$ cat config.mk
export PLATFORM = sky130hd
export DESIGN_NAME = tccw_cursor
export DESIGN_NICKNAME = d
export VERILOG_FILES = /design/src/hw/rtl/tccw_pkg.sv /design/src/hw/rtl/tccw_cursor.sv
export SDC_FILE = /design/constraint.sdc
export NUM_CORES = 1
export LEC_CHECK = 0
export BUFFER_PORTS_ARGS = -buffer_cell sky130_fd_sc_hd__buf_2
export CORE_UTILIZATION = 56
export DETAILED_ROUTE_END_ITERATION = 10
export GPL_ROUTABILITY_DRIVEN = 0
export PLACE_DENSITY = 0.88
export REMOVE_ABC_BUFFERS = 1
export SYNTH_ARGS = -nofsm -noshare
export SYNTH_HDL_FRONTEND = slang
export SYNTH_SLANG_ARGS = --single-unit
$ cat constraint.sdc
create_clock -name vclk -period 4.6
set_input_delay 0.46 -clock vclk [all_inputs]
set_output_delay 0.46 -clock vclk [all_outputs]
set_load 0.01 [all_outputs]
$ cat src/hw/rtl/tccw_pkg.sv
// ----------------------------------------------------------------------------
// tccw_pkg: shared definitions for the text console cursor writer
// Screen size defaults, control codes, operation modes, FSM states and the
// control bundle that the cursor unit hands to the top level.
// ----------------------------------------------------------------------------
package tccw_pkg;

	localparam int COLUMNS_DEF = 80;
	localparam int ROWS_DEF    = 25;
	localparam int TAB_STOP    = 4;

	localparam logic [7:0] CODE_BS  = 8'h08;
	localparam logic [7:0] CODE_TAB = 8'h09;
	localparam logic [7:0] CODE_LF  = 8'h0A;
	localparam logic [7:0] CODE_CR  = 8'h0D;

	typedef enum logic [1:0] {
		MODE_PRINT = 2'd0,
		MODE_CLEAR = 2'd1,
		MODE_READ  = 2'd2
	} mode_t;

	typedef enum logic [2:0] {
		ST_CLEAR,
		ST_IDLE,
		ST_READ,
		ST_SCROLL,
		ST_FLUSH
	} state_t;

	// decoded effect of one printed code
	typedef struct packed {
		logic wr_char;   // store char/colour at the old cursor
		logic bs_clear;  // backspace moved: zero the char byte of the new cell
		logic scroll;    // row hit the bottom: shift the screen up
	} step_ctl_t;

endpackage

$ cat src/hw/rtl/tccw_cursor.sv
// ----------------------------------------------------------------------------
// tccw_cursor: cursor step unit
// Works out the cursor after one printed code: tab, CR, LF, backspace, wrap
// at the right edge and the bottom-row scroll, plus what the store must do.
// ----------------------------------------------------------------------------
module tccw_cursor #(
	parameter int COLUMNS = tccw_pkg::COLUMNS_DEF,
	parameter int ROWS    = tccw_pkg::ROWS_DEF,
	localparam int COL_W  = $clog2(COLUMNS),
	localparam int ROW_W  = $clog2(ROWS)
) (
	input  logic [COL_W-1:0]    col,
	input  logic [ROW_W-1:0]    row,
	input  logic [7:0]          code,
	output logic [COL_W-1:0]    col_next,
	output logic [ROW_W-1:0]    row_next,
	output tccw_pkg::step_ctl_t ctl
);

	localparam logic [COL_W:0] TAB_MASK = ~((COL_W+1)'(tccw_pkg::TAB_STOP - 1));

	logic [COL_W:0]   col_w;   // one spare bit: tab/advance may pass the edge
	logic [COL_W:0]   col_x;
	logic [ROW_W-1:0] row_x;
	logic [ROW_W-1:0] row_w;
	logic             wrap;

	always_comb begin
		col_w        = {1'b0, col};
		col_x        = col_w;
		row_x        = row;
		ctl.wr_char  = 1'b0;
		ctl.bs_clear = 1'b0;
		case (code)
			tccw_pkg::CODE_BS: begin
				if (col != '0) begin
					col_x        = col_w - 1'b1;
					ctl.bs_clear = 1'b1;
				end
			end
			tccw_pkg::CODE_TAB: col_x = (col_w + (COL_W+1)'(tccw_pkg::TAB_STOP)) & TAB_MASK;
			tccw_pkg::CODE_CR:  col_x = '0;
			tccw_pkg::CODE_LF: begin
				col_x = '0;
				row_x = row + 1'b1;
			end
			default: begin
				col_x       = col_w + 1'b1;
				ctl.wr_char = 1'b1;
			end
		endcase

		wrap     = col_x >= (COL_W+1)'(COLUMNS);
		col_next = wrap ? '0 : col_x[COL_W-1:0];
		row_w    = wrap ? row_x + 1'b1 : row_x;

		ctl.scroll = row_w >= ROW_W'(ROWS - 1);
		row_next   = ctl.scroll ? ROW_W'(ROWS - 2) : row_w;
	end

endmodule

# --- Word-level counts from Yosys, hierarchy flattened ---
# Index checks and enable logic that the tools add are counted.
classes:
  add_sub_neg: 5
  magnitude_cmp: 2
  eq_ne: 4
  muxes: 9
  n_reduce_logical: 3
op_table:
  columns: ["operator", "n"]
  rows:
  - ["equality test 8 x 4 -> 1 bit (second input constant)", 4]
  - ["case mux 8 bit (3 select lines)", 1]
  - ["two-way mux 5 bit", 3]
  - ["adder 5 x 1 -> 5 bit (second input constant)", 2]
  - ["adder 7 x 1 -> 8 bit (second input constant)", 1]
  - ["adder 7 x 3 -> 8 bit (second input constant)", 1]
  - ["greater-or-equal comparator 8 x 7 -> 1 bit (second input constant)", 1]
  - ["two-way mux 8 bit", 1]
  - ["subtractor 7 x 1 -> 8 bit (second input constant)", 1]
  - ["two-way mux 7 bit", 1]
  - ["nonzero test 7 bit", 1]
  - ["greater-or-equal comparator 5 bit (second input constant)", 1]
  - ["OR reduction 4 bit", 1]
  - ["two-way mux 1 bit", 3]
  - ["OR reduction 2 bit", 1]
word_totals:
  regBits: 0
  in_bits: 20
  out_inout_bits: 15
  word_cells: 23

# --- Depth between registers and ports, before layout ---
logic_depth:
  word_depth: 7
  depth_mapped: 10
  mapped_depth_nobuf: 9

# --- Worst setup path before layout ---
# Ideal clock, no wire load.
synth_timing:
  path_type: "input port to output port"
  start: "input port code[5]"
  end: "output port row_next[0]"
  t_arrival_ns: 2.608
  t_required_ns: 4.140
  slack_ns: 1.532
  stages: 10
  path_buffers: 1
  path_cell_list: "nor4b_4 -> and3_1 -> buf_4 -> mux2_2 -> ha_1 -> and3_1 -> a32oi_1 -> o21ai_0 -> o211ai_1 -> nand4_1"
synth_between:
  elab_chain_cells: 7
  word_cells_on_any_way: 12
  cone_classes: "add/sub: 1; order compare: 2; eq/ne: 4; mux: 4; reduce/logical: 1"
synth_lines:
  columns: ["element", "line_no", "rtl"]
  rows:
  - ["start: declaration", "tccw_cursor.sv:14", "input logic [7:0] code,"]
  - ["equality test 8 x 4 -> 1 bit", "tccw_cursor.sv:34", "case (code)"]
  - ["OR reduction 2 bit (no source line)", null, null]
  - ["case mux 8 bit (3 select lines)", "tccw_cursor.sv:34", null]
  - ["greater-or-equal comparator 8 x 7 -> 1 bit", "tccw_cursor.sv:53", "wrap = col_x >= (COL_W+1)'(COLUMNS);"]
  - ["two-way mux 5 bit *", "tccw_cursor.sv:55", "row_w = wrap ? row_x + 1'b1 : row_x;"]
  - ["greater-or-equal comparator 5 bit", "tccw_cursor.sv:57", "ctl.scroll = row_w >= ROW_W'(ROWS - 1);"]
  - ["two-way mux 5 bit *", "tccw_cursor.sv:58", "row_next = ctl.scroll ? ROW_W'(ROWS - 2) : row_w;"]
  - ["end: declaration", "tccw_cursor.sv:16", "output logic [ROW_W-1:0] row_next,"]
# Every way passes the cells marked *; elsewhere a longest branch is shown, timed or not.

# --- Worst setup path in the final report ---
layout_timing:
  start: "input port code[5]"
  end: "output port row_next[1]"
# Same word-level chain as after synthesis.

==> qor.csv <==
stage,metric,value,unit
run_status,status,"finished, final reports clean",
setup_path,cp-end-kind,output port,
die,core_area,1710,µm²
setup_path,worstPathRequired,4.14,ns
finish,final_nets,204,
placement,dp_hpwl,2.17,mm
finish,nFlopsAndLatches,0,
setup_path,start_kind,primary input,
hold_path,hp-class,primary input to output port,
synth,synthXorXnorAreaFrac,0.0834,
synth,synthesis.area,1020,µm²
grt,grt_pass1_vias,1084,
die,start_util,0.597,
synth,synth_mux_area_frac,0.0405,
finish,final_util,0.705,
die,die_area,2000,µm²
detailed_routing,ant_nets,0,
sta,finalSetupViolations,0,
finish,syn2layout_area_growth,18.2,%
synth,synth_top_family_by_area,simple AND/OR/NAND/NOR gates,
detailed_routing,via_per_inst,6.28,
detailed_routing,drc_errors,0,
synth,seq_area_frac_synth,0,
synth,yosys.area_share.simple,0.455,
pwr,p_leak,0.000538,µW
finish,regArea,0,µm²
die,io_pins,35,
sta,fin_crit,3.52,ns
sta,tns,0,ns
synth,ys_warn_count,0,
die,die_h,44.7,µm
grt,antenna_found_initial,0,
sta,fmax,284,MHz
grt,grt.total_usage,0.295,
die,rows,15,
clock_tree,postCtsHoldBufs,0,
sta,final_hold_viol_count,0,
grt,grt_pass1_wl,4.69,mm
sta,report.final.slew_viol_count,0,
die,dieWidth,44.7,µm
sta,relSlewSlack,0.631,
clock_tree,cts_resized,0,
detailed_routing,post_drt_wl_per_cell,13.3,µm
pwr,power,94.7,µW
synth,synth_top_area_frac,0.0736,
detailed_routing,drt_iter0_markers,48,
setup_path,cp.arrival,3.06,ns
pwr,pwr_density_cell,78.6,nW/µm²
clock_tree,postCtsSetupRepairBufs,0,
sta,final.period_utilization,0.766,
synth,synth_compound_area_frac,0.304,
finish,drive_gt1_frac,0.284,
grt,grt_overflow,0,
finish,clock_buffers,0,
setup_path,critical_path_class,primary input to output port,
placement,io_buffer_count,35,
detailed_routing,wirelength,2.67,mm
sta,tightest_slew,0.546,ns
detailed_routing,first_pass_iters,4,
synth,yosysUniqueCellTypes,49,
synth,synthAdderAreaFrac,0.0736,
detailed_routing,via_count,1263,
sta,hold_ws,1.34,ns
synth,synth_area_leader_cell,ha_1,
grt,grt_max_degree,11,
synth,syn_inst,145,
sta,rsz0062_at_grt,no,
synth,syn_avg_cell_area,7.03,µm²
pwr,ir_worst_vdd,0.0465,mV
synth,synth_area_leaders,"ha_1 (7.4%), nand2b_1 (4.9%), nand4_1 (4.3%), nor2b_1 (4.3%), xnor2_1 (4.3%)",
setup_path,worstPathMaxFanout,8,
job,max_cap_violations,0,
finish,antenna_cells,0,
==> synthesized netlist by cell type (4+ instances only) <==
cell type	count
nor2_1	8
nand3_1	8
xnor2_1	5
o21ai_0	5
and3_1	6
nand2_1	10
inv_1	6
or3_1	4
nand4_1	7
nor2b_1	7
a21oi_1	7
nand2b_1	8
ha_1	6
==> power breakdown <==
part / internal [µW] / leakage [µW] / switching [µW]
registers: 0 / 0 / 0
clock network: 0 / 0 / 0
logic: 40.4 / 0.000538 / 54.4
total: 40.4 / 0.000538 / 54.4
==> per-stage QoR <==
step | instances | setup slack [ns] | area [µm²]
CTS | 201 | 1.08 | 1200
finish | 201 | 1.08 | 1200
global placement | 201 | 1.22 | 1200
floorplan | 141 | 1.53 | 998
global route | 201 | 0.833 | 1200
detailed placement | 201 | 1.10 | 1200
==> worst paths after layout <==
path	depth (start not counted)	start	slack, ns	end
worst max-delay path	11	code[5]	1.08	row_next[1]
worst min-delay path	4	col[0]	1.34	col_next[0]
==> layout by cell type, fill, tap and decap left out, types with 6 or more instances in the layout <==
cell type,netlist,layout
nor2_1,8,8
inv_1,6,6
nand2_1,10,10
buf_2,2,35
nor2b_1,7,7
ha_1,6,6
nand4_1,7,7
and3_1,6,6
a21oi_1,7,7
nand2b_1,8,8
nand3_1,8,8
==> critical path, stage by stage <==
cell,delay [ns]
buf_2,0.12
nor4b_4,0.51
and3_1,0.37
mux2_2,0.38
ha_1,0.27
and3_1,0.19
a32oi_1,0.19
o21ai_0,0.14
o211ai_1,0.15
nand4_1,0.11
buf_2,0.16
==> metal layers <==
metal / wire (µm) / share of wire / global-route usage
met1: 1220 / 0.46 / 0.417
met2: 1310 / 0.49 / 0.518
met3: 138 / 0.052 / 0
met4: 0 / 0 / 0.0303
met5: 0 / 0 / 0
==> area by class of cell <==
type | instances | area [µm²]
fillers | 155 | 503
multi-input cells | 135 | 976
well taps | 25 | 31.3
repair buffers | 35 | 175
inverters | 6 | 22.5
==> cells by family after synthesis <==
family,after synthesis
simple gates,74
compound gates,43
buf+inv,10
xor+xnor,8
fa+ha+maj,6
mux,4
(Power assumes the default switching activity.)
